--- src/hw/rtl/mrrn_pkg.sv ---
`default_nettype none

package mrrn_pkg;

    // Node ids and message fields are fixed by the 4-bit id and 16-bit stamp fields.
    localparam int ID_W      = 4;
    localparam int STAMP_W   = 16;
    localparam int COUNT_W   = 5;
    localparam int NODE_IDS  = 1 << ID_W;
    localparam int DEF_MAX_NODES = 16;
    localparam logic [COUNT_W-1:0] NODE_COUNT_RESET = 5'd16;
    localparam logic [STAMP_W-1:0] STAMP_MAX = '1;

    // Configuration register indexes.
    localparam logic REG_OWN_ID     = 1'b0;
    localparam logic REG_NODE_COUNT = 1'b1;

    typedef enum logic [1:0] {
        OP_REQUEST         = 2'd0,
        OP_RECEIVE_REQUEST = 2'd1,
        OP_RECEIVE_REPLY   = 2'd2,
        OP_RELEASE         = 2'd3
    } opcode_t;

    typedef enum logic [1:0] {
        KIND_REQUEST = 2'd0,
        KIND_REPLY   = 2'd1,
        KIND_ENTER   = 2'd2
    } msg_kind_t;

    // Control part of one job handed from the front to the back. A single job
    // gives exactly one beat to dest; otherwise one beat goes to each set bit
    // of the job mask, lowest first.
    typedef struct packed {
        msg_kind_t           kind;
        logic                single;
        logic [ID_W-1:0]     dest;
        logic [STAMP_W-1:0]  stamp;
    } job_ctl_t;

    typedef struct packed {
        logic requesting;
        logic in_critical;
        logic awaiting_none;
    } front_status_t;

    function automatic logic [STAMP_W-1:0] bump_stamp(input logic [STAMP_W-1:0] base);
        bump_stamp = (base == STAMP_MAX) ? base : base + STAMP_W'(1);
    endfunction

endpackage

`default_nettype wire

--- src/hw/rtl/mutex_request_reply_node.sv ---
`default_nettype none

// Channel   Direction  Handshake          Payload
// s_*       in         s_tvalid/s_tready  tuser: opcode; tdata: sender, msg_stamp
// m_*       out        m_tvalid/m_tready  tuser: msg_kind; tdata: dest, stamp; tlast
// cfg_*     in         cfg_valid/cfg_ready cfg_index, cfg_data
//
// Each event is taken on the edge where s_tvalid and s_tready are both high; the node state is updated at that edge.
// A request or release gives up to 15 beats, one per cycle while m_tready is high:
// node_count - 1, or node_count when own_id is not among the nodes in use. The back
// end loads a job from the queue only when the previous job's beats are all out, and
// registers each beat in its output slot, so a job's first beat follows its loading.
// Reset is synchronous and active low; it clears all node state and the queue.
// A two-entry job queue lets the front take events while the back drains;
// s_tready drops only while the job queue is full; configuration is always taken.

module mutex_request_reply_node import mrrn_pkg::*; #(
    parameter int MAX_NODES = DEF_MAX_NODES
) (
    input  wire logic        aclk,
    input  wire logic        aresetn,

    input  wire logic        s_tvalid,
    output logic             s_tready,
    input  wire logic [23:0] s_tdata,   // [3:0] sender, [19:4] msg_stamp, [23:20] zero
    input  wire logic [1:0]  s_tuser,   // [1:0] opcode

    output logic             m_tvalid,
    input  wire logic        m_tready,
    output logic [23:0]      m_tdata,   // [3:0] dest, [19:4] stamp, [23:20] zero
    output logic [1:0]       m_tuser,   // [1:0] msg_kind
    output logic             m_tlast,

    input  wire logic        cfg_valid,
    output logic             cfg_ready,
    input  wire logic        cfg_index,
    input  wire logic [4:0]  cfg_data
);

    // Masks cover the node ids that can be in use at all.
    localparam int MASK_W = (MAX_NODES < NODE_IDS) ? MAX_NODES : NODE_IDS;
    localparam int JOB_W  = $bits(job_ctl_t) + MASK_W;

    logic [ID_W-1:0]    own_id_reg;
    logic [COUNT_W-1:0] node_count_reg;

    // Configuration writes land immediately.
    assign cfg_ready = 1'b1;

    always_ff @(posedge aclk) begin
        if (!aresetn) begin
            own_id_reg     <= '0;
            node_count_reg <= NODE_COUNT_RESET;
        end else if (cfg_valid && cfg_ready) begin
            case (cfg_index)
                REG_OWN_ID:     own_id_reg     <= cfg_data[ID_W-1:0];
                REG_NODE_COUNT: node_count_reg <= cfg_data;
                default:        own_id_reg     <= own_id_reg;
            endcase
        end
    end

    logic               in_accept;
    job_ctl_t           push_ctl;
    logic [MASK_W-1:0]  push_mask;
    logic               push;
    logic               q_full;
    logic               q_not_empty;
    logic               pop;
    logic [JOB_W-1:0]   pop_word;
    job_ctl_t           pop_ctl;
    logic [MASK_W-1:0]  pop_mask;
    front_status_t      status;
    msg_kind_t          out_kind;
    logic [ID_W-1:0]    out_dest;
    logic [STAMP_W-1:0] out_stamp;

    assign s_tready  = !q_full;
    assign in_accept = s_tvalid && s_tready;

    mrrn_front #(
        .MASK_W(MASK_W)
    ) u_front (
        .aclk       (aclk),
        .aresetn    (aresetn),
        .own_id     (own_id_reg),
        .node_count (node_count_reg),
        .in_accept  (in_accept),
        .in_opcode  (opcode_t'(s_tuser)),
        .in_sender  (s_tdata[3:0]),
        .in_stamp   (s_tdata[19:4]),
        .job_ctl    (push_ctl),
        .job_mask   (push_mask),
        .job_push   (push),
        .status     (status)
    );

    mrrn_queue #(
        .DATA_W(JOB_W)
    ) u_queue (
        .aclk      (aclk),
        .aresetn   (aresetn),
        .push      (push),
        .push_data ({push_ctl, push_mask}),
        .full      (q_full),
        .pop       (pop),
        .pop_data  (pop_word),
        .not_empty (q_not_empty)
    );

    assign pop_ctl  = pop_word[JOB_W-1:MASK_W];
    assign pop_mask = pop_word[MASK_W-1:0];

    mrrn_back #(
        .MASK_W(MASK_W)
    ) u_back (
        .aclk      (aclk),
        .aresetn   (aresetn),
        .job_ready (q_not_empty),
        .job_ctl   (pop_ctl),
        .job_mask  (pop_mask),
        .job_pop   (pop),
        .out_valid (m_tvalid),
        .out_ready (m_tready),
        .out_kind  (out_kind),
        .out_dest  (out_dest),
        .out_stamp (out_stamp),
        .out_last  (m_tlast)
    );

    assign m_tdata = {4'b0000, out_stamp, out_dest};
    assign m_tuser = out_kind;

`ifndef SYNTHESIS
    // The node is only ever in the critical region on behalf of its own request.
    a_crit_needs_request: assert property (@(posedge aclk) disable iff (!aresetn)
        status.in_critical |-> status.requesting)
        else $error("in critical region without an open request");

    // Entering requires that every awaited reply has come in.
    a_crit_no_awaiting: assert property (@(posedge aclk) disable iff (!aresetn)
        status.in_critical |-> status.awaiting_none)
        else $error("in critical region while replies are still awaited");

    // No beat is offered right after reset.
    a_reset_quiet: assert property (@(posedge aclk)
        !aresetn |=> !m_tvalid)
        else $error("result offered right after reset");
`endif

endmodule

`default_nettype wire

--- src/hw/rtl/mrrn_front.sv ---
`default_nettype none

module mrrn_front import mrrn_pkg::*; #(
    parameter int MASK_W = 16
) (
    input  wire logic                aclk,
    input  wire logic                aresetn,
    input  wire logic [ID_W-1:0]     own_id,
    input  wire logic [COUNT_W-1:0]  node_count,
    input  wire logic                in_accept,
    input  wire opcode_t             in_opcode,
    input  wire logic [ID_W-1:0]     in_sender,
    input  wire logic [STAMP_W-1:0]  in_stamp,
    output job_ctl_t                 job_ctl,
    output logic [MASK_W-1:0]        job_mask,
    output logic                     job_push,
    output front_status_t            status
);

    logic [STAMP_W-1:0] clock_reg, clock_next;
    logic [STAMP_W-1:0] req_stamp_reg, req_stamp_next;
    logic               requesting_reg, requesting_next;
    logic               in_critical_reg, in_critical_next;
    logic [MASK_W-1:0]  deferred_reg, deferred_next;
    logic [MASK_W-1:0]  awaiting_reg, awaiting_next;

    logic [COUNT_W-1:0] n_lim;
    logic [MASK_W-1:0]  in_use;
    logic [MASK_W-1:0]  me_bit;
    logic [MASK_W-1:0]  sender_bit;
    logic [MASK_W-1:0]  others;
    logic [MASK_W-1:0]  awaiting_left;
    logic               foreign;
    logic               earlier;
    logic [STAMP_W-1:0] merged;
    logic               job_valid;

    always_comb begin
        n_lim = (node_count > COUNT_W'(MASK_W)) ? COUNT_W'(MASK_W) : node_count;
        for (int i = 0; i < MASK_W; i++) begin
            in_use[i] = (COUNT_W'(i) < n_lim);
        end
        me_bit        = MASK_W'(1) << own_id;
        sender_bit    = MASK_W'(1) << in_sender;
        others        = in_use & ~me_bit;
        awaiting_left = awaiting_reg & ~sender_bit;
        foreign       = (in_sender == own_id) || ({1'b0, in_sender} >= n_lim);
        merged        = bump_stamp((clock_reg > in_stamp) ? clock_reg : in_stamp);
        earlier       = (req_stamp_reg < in_stamp) ||
                        ((req_stamp_reg == in_stamp) && (own_id < in_sender));
    end

    always_comb begin
        clock_next       = clock_reg;
        req_stamp_next   = req_stamp_reg;
        requesting_next  = requesting_reg;
        in_critical_next = in_critical_reg;
        deferred_next    = deferred_reg;
        awaiting_next    = awaiting_reg;
        job_valid        = 1'b0;
        job_ctl.kind     = KIND_REQUEST;
        job_ctl.single   = 1'b0;
        job_ctl.dest     = own_id;
        job_ctl.stamp    = clock_reg;
        job_mask         = others;

        case (in_opcode)
            OP_REQUEST: begin
                if (!requesting_reg && !in_critical_reg) begin
                    requesting_next = 1'b1;
                    req_stamp_next  = clock_reg;
                    awaiting_next   = others;
                    job_valid       = 1'b1;
                    if (others == '0) begin
                        // Alone in the group: enter right away.
                        in_critical_next = 1'b1;
                        job_ctl.kind     = KIND_ENTER;
                        job_ctl.single   = 1'b1;
                    end
                end
            end
            OP_RECEIVE_REQUEST: begin
                if (!foreign) begin
                    clock_next = merged;
                    if (in_critical_reg || (requesting_reg && earlier)) begin
                        deferred_next = deferred_reg | sender_bit;
                    end else begin
                        job_valid      = 1'b1;
                        job_ctl.kind   = KIND_REPLY;
                        job_ctl.single = 1'b1;
                        job_ctl.dest   = in_sender;
                        job_ctl.stamp  = merged;
                    end
                end
            end
            OP_RECEIVE_REPLY: begin
                if (!foreign) begin
                    awaiting_next = awaiting_left;
                    clock_next    = merged;
                    if (requesting_reg && !in_critical_reg && (awaiting_left == '0)) begin
                        // The enter notice carries the clock from before this reply.
                        in_critical_next = 1'b1;
                        job_valid        = 1'b1;
                        job_ctl.kind     = KIND_ENTER;
                        job_ctl.single   = 1'b1;
                    end
                end
            end
            OP_RELEASE: begin
                clock_next       = bump_stamp(clock_reg);
                requesting_next  = 1'b0;
                in_critical_next = 1'b0;
                awaiting_next    = '0;
                deferred_next    = '0;
                job_valid        = (deferred_reg != '0);
                job_ctl.kind     = KIND_REPLY;
                job_ctl.stamp    = bump_stamp(clock_reg);
                job_mask         = deferred_reg;
            end
            default: begin
                job_valid = 1'b0;
            end
        endcase
    end

    assign job_push = in_accept && job_valid;

    always_ff @(posedge aclk) begin
        if (!aresetn) begin
            clock_reg       <= '0;
            req_stamp_reg   <= '0;
            requesting_reg  <= 1'b0;
            in_critical_reg <= 1'b0;
            deferred_reg    <= '0;
            awaiting_reg    <= '0;
        end else if (in_accept) begin
            clock_reg       <= clock_next;
            req_stamp_reg   <= req_stamp_next;
            requesting_reg  <= requesting_next;
            in_critical_reg <= in_critical_next;
            deferred_reg    <= deferred_next;
            awaiting_reg    <= awaiting_next;
        end
    end

    assign status.requesting    = requesting_reg;
    assign status.in_critical   = in_critical_reg;
    assign status.awaiting_none = (awaiting_reg == '0);

endmodule

`default_nettype wire

--- src/hw/rtl/mrrn_queue.sv ---
`default_nettype none

module mrrn_queue import mrrn_pkg::*; #(
    parameter int DATA_W = 8
) (
    input  wire logic              aclk,
    input  wire logic              aresetn,
    input  wire logic              push,
    input  wire logic [DATA_W-1:0] push_data,
    output logic                   full,
    input  wire logic              pop,
    output logic [DATA_W-1:0]      pop_data,
    output logic                   not_empty
);

    // Two entries are enough for the front to take the next event while the
    // back is still sweeping out the beats of the previous one.
    logic [DATA_W-1:0] slot_reg [2];
    logic              wr_ptr_reg, wr_ptr_next;
    logic              rd_ptr_reg, rd_ptr_next;
    logic [1:0]        count_reg, count_next;

    assign full      = (count_reg == 2'd2);
    assign not_empty = (count_reg != 2'd0);
    assign pop_data  = slot_reg[rd_ptr_reg];

    always_comb begin
        wr_ptr_next = push ? ~wr_ptr_reg : wr_ptr_reg;
        rd_ptr_next = pop ? ~rd_ptr_reg : rd_ptr_reg;
        count_next  = count_reg + {1'b0, push} - {1'b0, pop};
    end

    always_ff @(posedge aclk) begin
        if (!aresetn) begin
            wr_ptr_reg <= 1'b0;
            rd_ptr_reg <= 1'b0;
            count_reg  <= 2'd0;
        end else begin
            wr_ptr_reg <= wr_ptr_next;
            rd_ptr_reg <= rd_ptr_next;
            count_reg  <= count_next;
        end
    end

    always_ff @(posedge aclk) begin
        if (push) begin
            slot_reg[wr_ptr_reg] <= push_data;
        end
    end

endmodule

`default_nettype wire

--- src/hw/rtl/mrrn_back.sv ---
`default_nettype none

module mrrn_back import mrrn_pkg::*; #(
    parameter int MASK_W = 16
) (
    input  wire logic                aclk,
    input  wire logic                aresetn,
    input  wire logic                job_ready,
    input  wire job_ctl_t            job_ctl,
    input  wire logic [MASK_W-1:0]   job_mask,
    output logic                     job_pop,
    output logic                     out_valid,
    input  wire logic                out_ready,
    output msg_kind_t                out_kind,
    output logic [ID_W-1:0]          out_dest,
    output logic [STAMP_W-1:0]       out_stamp,
    output logic                     out_last
);

    logic               busy_reg, busy_next;
    job_ctl_t           cur_reg;
    logic [MASK_W-1:0]  mask_reg, mask_next;
    logic [ID_W-1:0]    low_id;
    logic               slot_free;
    logic               fire;
    logic               fire_last;

    logic               ov_reg;
    msg_kind_t          kind_reg;
    logic [ID_W-1:0]    dest_reg;
    logic [STAMP_W-1:0] stamp_reg;
    logic               last_reg;

    always_comb begin
        low_id = '0;
        for (int i = MASK_W - 1; i >= 0; i--) begin
            if (mask_reg[i]) begin
                low_id = ID_W'(i);
            end
        end
    end

    assign slot_free = !ov_reg || out_ready;
    assign fire      = busy_reg && slot_free;
    assign mask_next = mask_reg & (mask_reg - MASK_W'(1));
    assign fire_last = cur_reg.single || (mask_next == '0);
    assign job_pop   = !busy_reg && job_ready;

    always_comb begin
        busy_next = busy_reg;
        if (job_pop) begin
            busy_next = 1'b1;
        end else if (fire && fire_last) begin
            busy_next = 1'b0;
        end
    end

    always_ff @(posedge aclk) begin
        if (!aresetn) begin
            busy_reg <= 1'b0;
            ov_reg   <= 1'b0;
        end else begin
            busy_reg <= busy_next;
            if (slot_free) begin
                ov_reg <= busy_reg;
            end
        end
    end

    always_ff @(posedge aclk) begin
        if (job_pop) begin
            cur_reg  <= job_ctl;
            mask_reg <= job_mask;
        end else if (fire) begin
            mask_reg <= mask_next;
        end
        if (fire) begin
            kind_reg  <= cur_reg.kind;
            dest_reg  <= cur_reg.single ? cur_reg.dest : low_id;
            stamp_reg <= cur_reg.stamp;
            last_reg  <= fire_last;
        end
    end

    assign out_valid = ov_reg;
    assign out_kind  = kind_reg;
    assign out_dest  = dest_reg;
    assign out_stamp = stamp_reg;
    assign out_last  = last_reg;

endmodule

`default_nettype wire

--- config.mk ---
export PLATFORM = sky130hd
export DESIGN_NAME = mutex_request_reply_node
export DESIGN_NICKNAME = d
export VERILOG_FILES = /design/src/hw/rtl/mrrn_pkg.sv /design/src/hw/rtl/mutex_request_reply_node.sv /design/src/hw/rtl/mrrn_front.sv /design/src/hw/rtl/mrrn_queue.sv /design/src/hw/rtl/mrrn_back.sv
export SDC_FILE = /design/constraint.sdc
export NUM_CORES = 1
export LEC_CHECK = 0
export BUFFER_PORTS_ARGS = -buffer_cell sky130_fd_sc_hd__buf_2
export CAP_MARGIN = 15
export CORE_MARGIN = 2
export CORE_UTILIZATION = 45
export CTS_CLUSTER_DIAMETER = 150
export DETAILED_ROUTE_END_ITERATION = 16
export PLACE_DENSITY = 0.61
export SYNTH_ARGS = -nofsm -noshare
export SYNTH_HDL_FRONTEND = slang
export SYNTH_SLANG_ARGS = --single-unit
--- constraint.sdc ---
create_clock -name aclk -period 9.2 [get_ports aclk]
set_input_delay 0.92 -clock aclk [delete_from_list [all_inputs] [get_ports aclk]]
set_output_delay 0.92 -clock aclk [all_outputs]
set_load 0.01 [all_outputs]
---- Word-level counts from Yosys, hierarchy flattened ----
Memories as Yosys holds them, arrays and structs flattened. A register that Yosys moved wholly into a read port is not among the register bits.
Index checks and enable logic that the tools add are counted.
W data, S select, Z words.
word-level totals
  RAM bits ................................ 78
  input port bits ......................... 37
  register bits after elaboration ......... 143
  memories kept ........................... 1
  output and inout bits ................... 30
memories
  memory            words  width  read ports  clocked after Yosys merged registers in  wr ports  RTL line          source
  u_queue.slot_reg  2      39     1           1                                        1         mrrn_queue.sv:18  logic [DATA_W-1:0] slot_reg [2];
operators by class
  shifts and indexed selects .............. 2
  $add $sub $neg .......................... 5
  order comparisons ....................... 21
  equal/unequal tests ..................... 15
  mux-type cells .......................... 61
  bitwise operators ....................... 9
  reductions and logical operators ........ 41
operators by type and width
  kind                     number
  $mux W16                 11
  $pmux W16 S2             3
  $mux W4                  18
  $and A16 B16 Y16         3
  $logic_not A16 Y1        3
  $pmux W16 S3             1
  $lt A4 B5 Y1 const A     8
  $add A16 B1 Y16 const B  2
  $eq A16 B16 Y1 const B   2
  $not A16 Y16             2
  $shl A1 B4 Y16 const A   2
  $mux W23                 1
  $mux W22                 1
  $lt A3 B5 Y1 const A     4
  $eq A16 B16 Y1           1
  $gt A16 B16 Y1           1
  $lt A16 B16 Y1           1
  $mux W1                  16
  $or A16 B16 Y16          1
  $reduce_bool A16 Y1      1
  $sub A16 B1 Y16 const B  1
  $mux W3                  4
  $reduce_bool A2 Y1       6
  $logic_and A1 B1 Y1      10
  other kinds (27)         51

---- Logic depth before layout (Yosys ltp) ----
Gate-level depths: netlist of the first run.
  word-level depth ........................ 17
  depth in mapped cells ................... 21
  gate-level depth less buffers ........... 19

---- By module ----
A second synthesis of the first run with hierarchy kept.
unflattened totals
  cell total of the unflattened synthesis .. 1,226
  area total of the unflattened synthesis .. 12,172.9 um^2
modules (own cells, without submodules)
  module                    cells an instance  seq. area each (um^2)  instances  area an instance (um^2)
  mrrn_front                862                1,321.3                1          6,124.6
  mrrn_queue                142                2,442.3                1          3,088.0
  mrrn_back                 176                1,901.8                1          2,537.4
  mutex_request_reply_node  46                 180.2                  1          422.9

---- Worst setup path after synthesis of the first run ----
Ideal clock, no wire load.
  kind .................................... input to register
  start point ............................. input port s_tdata[0]
  end point ............................... memory u_queue.slot_reg[0][0] (netlist bit), enable pin
  setup time .............................. 437 ps
  data arrival time ....................... 4,401 ps
  stages on the path ...................... 11
  path slack .............................. 4,362 ps
  path through ............................ clkbuf_1 > inv_1 > ha_1 > nand2b_1 > a211o_1 > a41oi_2 > nand2_1 > nand4b_1 > nand2_1 > o31ai_1 > nor2_1
between the ends
  longest elaborated chain between the ends .. 11
  elaborated cells between the ends (all ways) .. 21
  those cells by class .................... order compare: 2; eq/ne: 1; shift: 1; mux: 7; bitwise: 2; reduce/logical: 8
RTL lines
  element                                                           RTL line                             source
  from (decl)                                                       mutex_request_reply_node.sv:25       input wire logic [23:0] s_tdata,
  $lt A4 B4 Y1 / $shl A1 B4 Y16 (equally long branches)             mrrn_front.sv:50, mrrn_front.sv:44
  $logic_and A1 B1 Y1 / $not A16 Y16 (equally long branches)        mrrn_front.sv:50, mrrn_front.sv:46
  $logic_or A1 B1 Y1 / $and A16 B16 Y16 (equally long branches)     mrrn_front.sv:49, mrrn_front.sv:46
  $logic_and A1 B1 Y1 / $logic_not A16 Y1 (equally long branches)   mrrn_front.sv:85, mrrn_front.sv:100
  $logic_or A1 B1 Y1 / $logic_and A1 B1 Y1 (equally long branches)  mrrn_front.sv:85, mrrn_front.sv:100
  $mux W1 (on tied branches)                                        mrrn_front.sv:85, mrrn_front.sv:100
  $mux W1 (on tied branches)                                        mrrn_front.sv:83, mrrn_front.sv:97
  $pmux W1 S4 (*)                                                   mrrn_front.sv:67                     case (in_opcode)
  $logic_and A1 B1 Y1 (*)                                           mrrn_front.sv:126                    assign job_push = in_accept && job_valid;
  $mux W1 (*)                                                       mrrn_queue.sv:46                     if (push) begin
  $mux W1 (implied by the code) (*)                                 mrrn_queue.sv:47                     slot_reg[wr_ptr_reg] <= push_data;
  to (decl)                                                         mrrn_queue.sv:18
Every way passes the cells marked *; elsewhere a longest branch is shown, timed or not.

==> impl_summary.md, run 1 <==
Die
The core region is roughly 0.027 sq mm. The initial core utilization is 45.62%. The area of the die is 0.02858 sq mm. The die outline height is 169.1 um. The die width is between 150 and 200 um. The top-level port count is 67. The floorplan has 60 rows.

Logic synthesis
The mapped netlist covers 0.01226 sq mm. The number of enable flip-flop cells after synthesis is 140. The mean cell area of the mapped netlist is 9.754 sq um. Ranked by total cell area, the synthesized netlist is headed by sky130_fd_sc_hd__edfxtp_1 34%, sky130_fd_sc_hd__dfxtp_1 13%, sky130_fd_sc_hd__ha_1 5.0%.

Among all flip-flop cells after synthesis, the most frequent one is sky130_fd_sc_hd__edfxtp_1. For this run, the number of Yosys warnings is 0. The synthesized design contains around 220 register bits. Summing the sequential cell areas from Yosys gives between 40% and 50% of the chip area.

The top cell type by area accounts for 34.29% of the synthesized area. The most common cell in the synthesized netlist is sky130_fd_sc_hd__edfxtp_1. The netlist uses 79 different library cells. The instance count of the mapped netlist is 1257. sky130_fd_sc_hd__edfxtp_1 takes more of the synthesized area than any other cell. Ranked by instance count, the synthesized netlist is headed by 140 x sky130_fd_sc_hd__edfxtp_1, 129 x sky130_fd_sc_hd__nand2_1, 82 x sky130_fd_sc_hd__dfxtp_1. The async set or reset register ratio after synthesis is 0%.

Clock network
After clock tree synthesis, the flow added hold-fix buffers numbering 0. The post-CTS setup-driven buffer insertion count is 0. In this run the number of H-tree levels came out at 1. The total clock sinks is 222. The TritonCTS clock tree is built.

Clock latency on the worst-skew pair, taken at its later pin, is approximately 0.52 ns. The root buffer cell is sky130_fd_sc_hd__clkbuf_16. The number of gates resized after CTS was 0. The TritonCTS buffer count is 24. The post-CTS clock slew at the launch and capture registers of the worst setup and hold paths is around 0.06 ns. The clock passes through at most 3 buffers.

Power
The highest ir drop seen on vdd is approximately 110 uV. In this run the static leakage power is around 0.0049 uW. The power per standard cell area is roughly 230 mW/mm^2.

Placed design
The final estimated routing congestion in global placement is 0.9041. Including well taps, the total number of placed cells is 1585. The count of input and output buffers is 57. The half-perimeter wire length after detailed placement is between 20000 and 25000 um. After detailed placement, the total cell area comes to between 0.01 and 0.015 sq mm.

STA
The hold violation count in the final report is 0. In this run the tightest slew margin relative to its limit is between 20% and 30%. The worst hold slack across all endpoints is approximately 0.42 ns. The pin slew with the least headroom to its limit is about 1.1 ns. Setup repair after global routing left no endpoint under its margin. Setup violations remaining at the end of the flow were counted as 0. For the final routed database, the setup TNS stands at 0 ns. The worst setup skew after layout is 0.01440 ns. The highest achievable clock rate is approximately 0.17 GHz. In the finished design, the share of the clock period the worst path needs comes to around 63%. After layout, the minimum clock period comes to about 5.8 ns. The max-slew violation count was 0.

Detailed routing
In the final routed layout, each cell accounts on average for roughly 18 um. The routed wire length is 29860 um. After detailed routing, the number of vias per cell comes to slightly below 6.

In this run, the number of DRC markers left after iteration 0 of detailed routing was ~900. The via count of the routed design is approximately 9600. The pre-antenna-repair detailed-routing pass consisted of 6 iterations. The post-detailed-route DRC marker count is 0. The detail route stage leaves a number of antenna-violating nets equal to 0.

Finish
The number of antenna diodes in the final layout is 0. Relative to the synthesized area, the layout overhead comes to 10.38%. The area taken by flip-flops and latches is between 0.005 and 0.006 sq mm. The non-filler instance count after layout is ~1600. Of the cells placed in the final design, the portion with a size suffix greater than 1 is ~13%. The filler cells instantiated in the layout total between 2000 and 2500.

The flip-flop count of the largest register, all copies and words added is a little under 80. Summing all multi-input logic gate instances after layout gives between 0.005 and 0.006 sq mm. For this run, the post-layout net count is ~1400. With fillers left out, the area of the finished cells amounts to 0.01353 sq mm.

Global routing
The met3 track demand over resource in global routing is under 10%. The global-route met2 utilization is between 30% and 40%. The layer carrying the most global-route usage is met2. Global routing used 30.60% of the available met1 tracks. The number of global-route vias before repair is roughly 9000. The first-pass GRT wire length is 47840 um. The overflow left after global routing is 0. The initial antenna violation count is 0.

Entering global routing, the biggest net connects 77 pins. Across every metal layer, demand over resource in global routing totals between 20% and 30%.

Critical path
STA classifies the critical path startpoint as a primary input. The maximum net fanout on the critical path is 23. The setup path with the least slack is of type primary input to flop.

The cell depth of the worst flop-to-flop path is 18. STA classifies the critical path endpoint as a flop. STA puts the critical path data arrival time at 5.98 ns. For the worst setup path, the data required time is roughly 9.4 ns.

Run status
The flow ran to the end, and the final reports show no timing, DRC or antenna violations.

Hold path
In this run the worst hold path is classified as flop to flop. Counting instances, the worst hold path has a depth of 0.

Job
The number of max-cap violations is 0.
==> cell usage in the layout, fill, tap and decap left out, types with 7 or more instances in the layout <==
cell type                     n
sky130_fd_sc_hd__edfxtp_1   140
sky130_fd_sc_hd__nand2_1    129
sky130_fd_sc_hd__dfxtp_1     81
sky130_fd_sc_hd__o21ai_0     76
sky130_fd_sc_hd__nor2_1      76
sky130_fd_sc_hd__a21oi_1     64
sky130_fd_sc_hd__buf_2       57
sky130_fd_sc_hd__nand3_1     51
sky130_fd_sc_hd__inv_1       48
sky130_fd_sc_hd__ha_1        48
sky130_fd_sc_hd__nor2b_1     33
sky130_fd_sc_hd__nor3_1      30
sky130_fd_sc_hd__a31oi_1     30
sky130_fd_sc_hd__mux2i_1     30
sky130_fd_sc_hd__mux2_2      29
sky130_fd_sc_hd__a21boi_0    28
sky130_fd_sc_hd__nand4_1     27
sky130_fd_sc_hd__clkbuf_16   25
sky130_fd_sc_hd__xnor2_1     21
sky130_fd_sc_hd__a22oi_1     18
sky130_fd_sc_hd__a21o_1      16
sky130_fd_sc_hd__o211ai_1    15
sky130_fd_sc_hd__buf_4       14
sky130_fd_sc_hd__and2_1      12
sky130_fd_sc_hd__clkbuf_1    11
sky130_fd_sc_hd__nand2b_1    10
sky130_fd_sc_hd__nor4_1      10
sky130_fd_sc_hd__o31ai_1      9
sky130_fd_sc_hd__o21a_1       8
sky130_fd_sc_hd__a211oi_1     8
sky130_fd_sc_hd__or2_2        7
sky130_fd_sc_hd__and3_1       7
sky130_fd_sc_hd__or3_1        7
==> through the flow <==
step                worst slack, ns  utilization [%]  power [uW]
finish                        3.438            50.35        3150
global placement              3.034            47.44        2220
global route                  3.003            50.35        3323
floorplan                     4.362                -        2002
CTS                           3.510            50.25        3169
detailed placement            2.977            47.44        2238
==> worst max-delay path, stage by stage <==
cell	delay, ns
sky130_fd_sc_hd__buf_2	0.12
sky130_fd_sc_hd__inv_1	0.08
sky130_fd_sc_hd__ha_1	0.30
sky130_fd_sc_hd__nand4_1	0.18
sky130_fd_sc_hd__nor4_2	0.41
sky130_fd_sc_hd__a21bo_2	0.30
sky130_fd_sc_hd__nand3_1	0.39
sky130_fd_sc_hd__nand2_1	0.66
sky130_fd_sc_hd__a21oi_1	0.44
sky130_fd_sc_hd__inv_1	0.07
sky130_fd_sc_hd__ha_1	0.31
sky130_fd_sc_hd__nand3_1	0.13
sky130_fd_sc_hd__or4_1	0.13
sky130_fd_sc_hd__nor2_1	0.05
sky130_fd_sc_hd__and4_4	0.21
sky130_fd_sc_hd__nor4_4	0.48
sky130_fd_sc_hd__o211ai_1	0.19
sky130_fd_sc_hd__xnor2_1	0.16
sky130_fd_sc_hd__mux2i_1	0.29
sky130_fd_sc_hd__o21ai_0	0.16
==> kinds of logic after synthesis <==
family          after synthesis  share of synthesized area, %
compound gates              333                         17.95
xor+xnor                     26                         1.857
flops                       222                         47.68
simple gates                428                         17.69
buf+inv                     135                         4.398
other cells                   2                       0.06125
mux                          59                         5.113
fa+ha+maj                    52                         5.256
==> metal layers <==
metal	wire [um]	part of all wire [%]
met1	14290	48
met2	13210	44
met3	1811	6.1
met4	551	1.8
met5	0	0
==> area by class of cell <==
cell class / count / area share (%)
Clock inverter: 7 / 0.5547
Sequential cell: 222 / 43.20
Inverter: 48 / 1.331
Tap cell: 341 / 3.153
Multi-Input combinational cell: 903 / 43.64
Clock buffer: 37 / 5.030
Timing Repair Buffer: 72 / 3.088
==> power breakdown <==
| part | switching, uW | leakage [uW] | internal, uW |
|---|---|---|---|
| Clock | 388 | 0.000355 | 539 |
| Sequential | 151 | 0.00197 | 1320 |
| Combinational | 460 | 0.00258 | 290 |
| Total | 999 | 0.00491 | 2150 |
==> final timing paths <==
path / startpoint / end / slack, ns
worst max-delay path: s_tdata[18] / u_queue.slot_reg[0][23] / 3.44
worst min-delay path: u_back.cur_reg[15] / u_back.out_stamp[15] / 0.42
worst max register to register: u_front.clock_reg[12] / u_queue.slot_reg[0][23] / 3.53
worst min register to register: u_back.cur_reg[15] / u_back.out_stamp[15] / 0.42
Note: power is estimated with default switching activity, not from simulation.
==> inputs of run 2 (changes only) <==
==> constraint.sdc (replaced) <==
create_clock -name aclk -period 6 [get_ports aclk]
set_input_delay 0.6 -clock aclk [delete_from_list [all_inputs] [get_ports aclk]]
set_output_delay 0.6 -clock aclk [all_outputs]
set_load 0.01 [all_outputs]
==> impl_summary.md, run 2 (synthesis gave the netlist of run 1 again) <==
Power
The reported leakage power was 0.005029 uW (+2.5%). The total power came to 5012 uW (+59%). The internal power consumption is 3456 uW (+61%).

The switching power is 1557 uW (+56%). The clock power share is 31.8% (+2.4 points). The power per standard cell area is 365.4 mW/mm^2 (+57%). The proportion of total power due to net switching is 31.06% (-0.67 points). The part of the total power dissipated in sequential elements is 44.5% (-2.2 points). The highest ir drop seen on vdd is 219.5 uV (+110%). The power share of the combinational group is 23.7% (about the same).

Detailed routing
The sum of met2 wire segment lengths after detailed routing is 12910 um (-2.3%). The post-detailed-route DRC marker count is 0 (unchanged). The length of the first detailed-routing pass in iterations is 9 (+3).

Signal routing reaches up to met4. The met3 wire length is 2025 um (+12%). The number of DRC markers in iteration 0 is 804 (-12%). The via count of the routed design was 9617 (+0.021%). The routed wire length was 29980 um (+0.38%).

The per-cell via count in the routed design came to 5.846 (-0.89%). The routed length on met1 is 14240 um (-0.32%). The final routed wire length divided by cell count is 18.22 um (-0.53%).

The remaining antenna violation count is 0 (unchanged).

Die
The initial core utilization is 45.62% (unchanged). The number of rows in the core area is 60 (unchanged). The top-level port count is 67 (unchanged). The core area is 0.02688 sq mm (unchanged).

The die outline height is 169.1 um (unchanged). The area of the die is 0.02858 sq mm (unchanged). The die width is 169.1 um (unchanged).

Global routing
The first-pass GRT wire length is 48360 um (+1.1%). The combined global-route utilization of all metal layers came to 20.87% (+0.21 points). The overflow left after global routing was 0 (unchanged). The maximum number of pins on one net before global-route repair came to 60 (-22%). The initial antenna violation count was 1 (+1). The number of global-route vias before repair is 8953 (+0.61%).

Clock network
The TritonCTS buffer count is 25 (+4.2%). The worst-skew pair later-pin latency is 0.52 ns (about the same). The quantity of gates resized following cts is 0 (unchanged). In this run the clock root is driven by a sky130_fd_sc_hd__clkbuf_16. The maximum buffer depth of the clock tree is 3 (unchanged). The post-CTS setup-driven buffer insertion count is 0 (unchanged). The post-CTS clock slew at the launch and capture registers of the worst setup and hold paths is 0.06 ns (about the same).

The count of H-tree levels built during CTS is 1 (unchanged). The total clock sinks is 222 (unchanged). The quantity of hold-fixing buffers added after cts came to 0 (unchanged). TritonCTS built the clock tree.

Hold path
In this run the most critical hold path is launched from cfg_data[4]. The endpoint with the worst hold slack is node_count_reg[4]. The class of the most critical hold timing path is primary input to flop. The cell depth of the worst min-delay path is 3 (+3).

Job
The number of max-cap violations is 0 (unchanged).

STA
Setup repair after global routing left no endpoint under its margin. After layout, the minimum clock period comes to 4.905 ns. The headroom to the max-slew limit is 21.56% (-3.4 points). The worst setup skew after layout came to 0.01310 ns (-0.001303 ns). The hold violation count in the final report was 0 (unchanged).

The pin slew with the least headroom to its limit was 1.162 ns (+0.04187 ns). For this run, the top clock speed supported by timing is about 0.2 GHz. The share of the cycle needed by the critical path after routing is between 80% and 90%. The total negative slack is 0 ns (unchanged).

The max-slew violation count was 0 (unchanged). The setup-violating endpoint count in the final report is 0 (unchanged). The worst hold slack across all endpoints is 0.3131 ns (-0.1060 ns).

Finish
Leaving out fill and tap cells, the most frequent cell in the layout is sky130_fd_sc_hd__edfxtp_1. The proportion of layout cells with a drive suffix above 1 is 13.96% (+1.2 points). The post-route core utilization is 51.04% (+0.69 points). Compared with the post-synthesis result, the final layout area differs by 11.89%. The number of antenna diodes is 0 (unchanged). The flip-flop count of the largest register, all copies and words added is 78 (unchanged).

The final net count came to 1371 (+1.0%). Leaving out fill and tap cells, the most frequent cells in the layout are 140 x sky130_fd_sc_hd__edfxtp_1, 129 x sky130_fd_sc_hd__nand2_1, 81 x sky130_fd_sc_hd__dfxtp_1, 76 x sky130_fd_sc_hd__o21ai_0, 76 x sky130_fd_sc_hd__nor2_1. The non-filler instance count after layout is 1645 (+0.92%).

Critical path
The largest individual stage delay along the critical path comes from the cell sky130_fd_sc_hd__nor4_4. The worst setup path is of the flop to flop kind. In this run the critical register-to-register path is launched from u_front.clock_reg[15].

The cell type with the highest occurrence count on the critical path is sky130_fd_sc_hd__o21ai_0. The worst setup path is captured at a flop. The worst register-to-register path ends at u_queue.slot_reg[1][21]. The required time of the critical path is 6.32 ns (-3.10 ns).

The startpoint kind of the worst setup timing path is a flop. The setup slack of the most critical reg-to-reg path was 1.09 ns (-2.44 ns). The cell depth of the worst flop-to-flop path was 18 (unchanged). Walking the worst path, the cells encountered are buf_4, ha_1, nand4_1, nor4_2, a21bo_2, and3_1, nor2_4, o21ai_0, ha_1, nand3_1, or4_1, nor2_1, and4_4, nor4_4, o21ai_0, xor2_1, mux2i_1, o21ai_0. The maximum net fanout on the critical path is 16 (-30%).

The data arrival at the endpoint of the critical path is 5.22 ns (-0.76 ns). The delay of the slowest cell on the worst path is 0.48 ns (-0.18 ns).

Placed design
The final estimated routing congestion in global placement came to 0.9062 (+0.23%). The half-perimeter wire length after detailed placement was 21010 um (+0.74%). The count of placed standard cells including taps is 1599 (+0.88%).

The count of input and output buffers is 57 (unchanged).

Run status
The run finished with clean final reports.
==> run 2: changes by cell type in the layout (fill, tap and decap cells not counted), sizes merged <==
cell / delta
buf: +13
clkinvlp: -1
inv: +3
bufinv: +3
clkbuf: -3
==> run 2: power groups by stage <==
stage	Sequential (uW)	Clock [uW]	Combinational, uW
floorplan	2190	0	881
global placement	2250	0	1160
detailed placement	2260	0	1180
CTS	2230	1620	1190
global route	2270	1680	1330
finish	2230	1590	1190
==> run 2: final cells by class <==
class                           count  area [sq um]
Multi-Input combinational cell    903          5906
Inverter                           48         180.2
Tap cell                          341         426.7
Clock inverter                     12         182.7
Timing Repair Buffer               85         495.5
Sequential cell                   222          5847
Fill cell                        2450         13160
Clock buffer                       34         680.7
==> run 2: how the worst max path moves through the flow <==
stage                     depth (start not counted)  slack, ns                       to             startpoint
after detailed placement                         19       0.80  u_queue.slot_reg[0][27]            s_tdata[19]
after global routing                             17       0.78  u_queue.slot_reg[0][27]  u_front.clock_reg[14]
after global placement                           19       0.82  u_queue.slot_reg[0][27]            s_tdata[19]
after floorplan                                  11       1.48   u_queue.slot_reg[0][0]             s_tdata[0]
final                                            18       1.09  u_queue.slot_reg[1][21]  u_front.clock_reg[15]
after CTS                                        18       1.12  u_queue.slot_reg[0][27]  u_front.clock_reg[15]
==> run 2: metal layers <==
layer / vias to the layer above / track usage [%]
met1: 4517 / 31.21
met5: - / 0
met3: 60 / 3.133
met2: 329 / 31.15
met4: 0 / 6.540
li1: 4711 / -
==> run 2: through the flow <==
step                      setup WS, ns  instance area [sq um]
after floorplan                  1.482                  12270
after global placement          0.8242                  12850
after detailed placement        0.8044                  12850
after CTS                        1.125                  13720
after global routing            0.7777                  13720
final                            1.095                  13720
==> run 2: worst max-delay path, delay by kind of cell (launching register included) <==
family	cells	cell delay (ns)
flops	1	0.30
simple gates	9	2.17
buf+inv	1	0.17
fa+ha+maj	2	0.66
mux	1	0.11
xor+xnor	1	0.31
compound gates	4	0.96
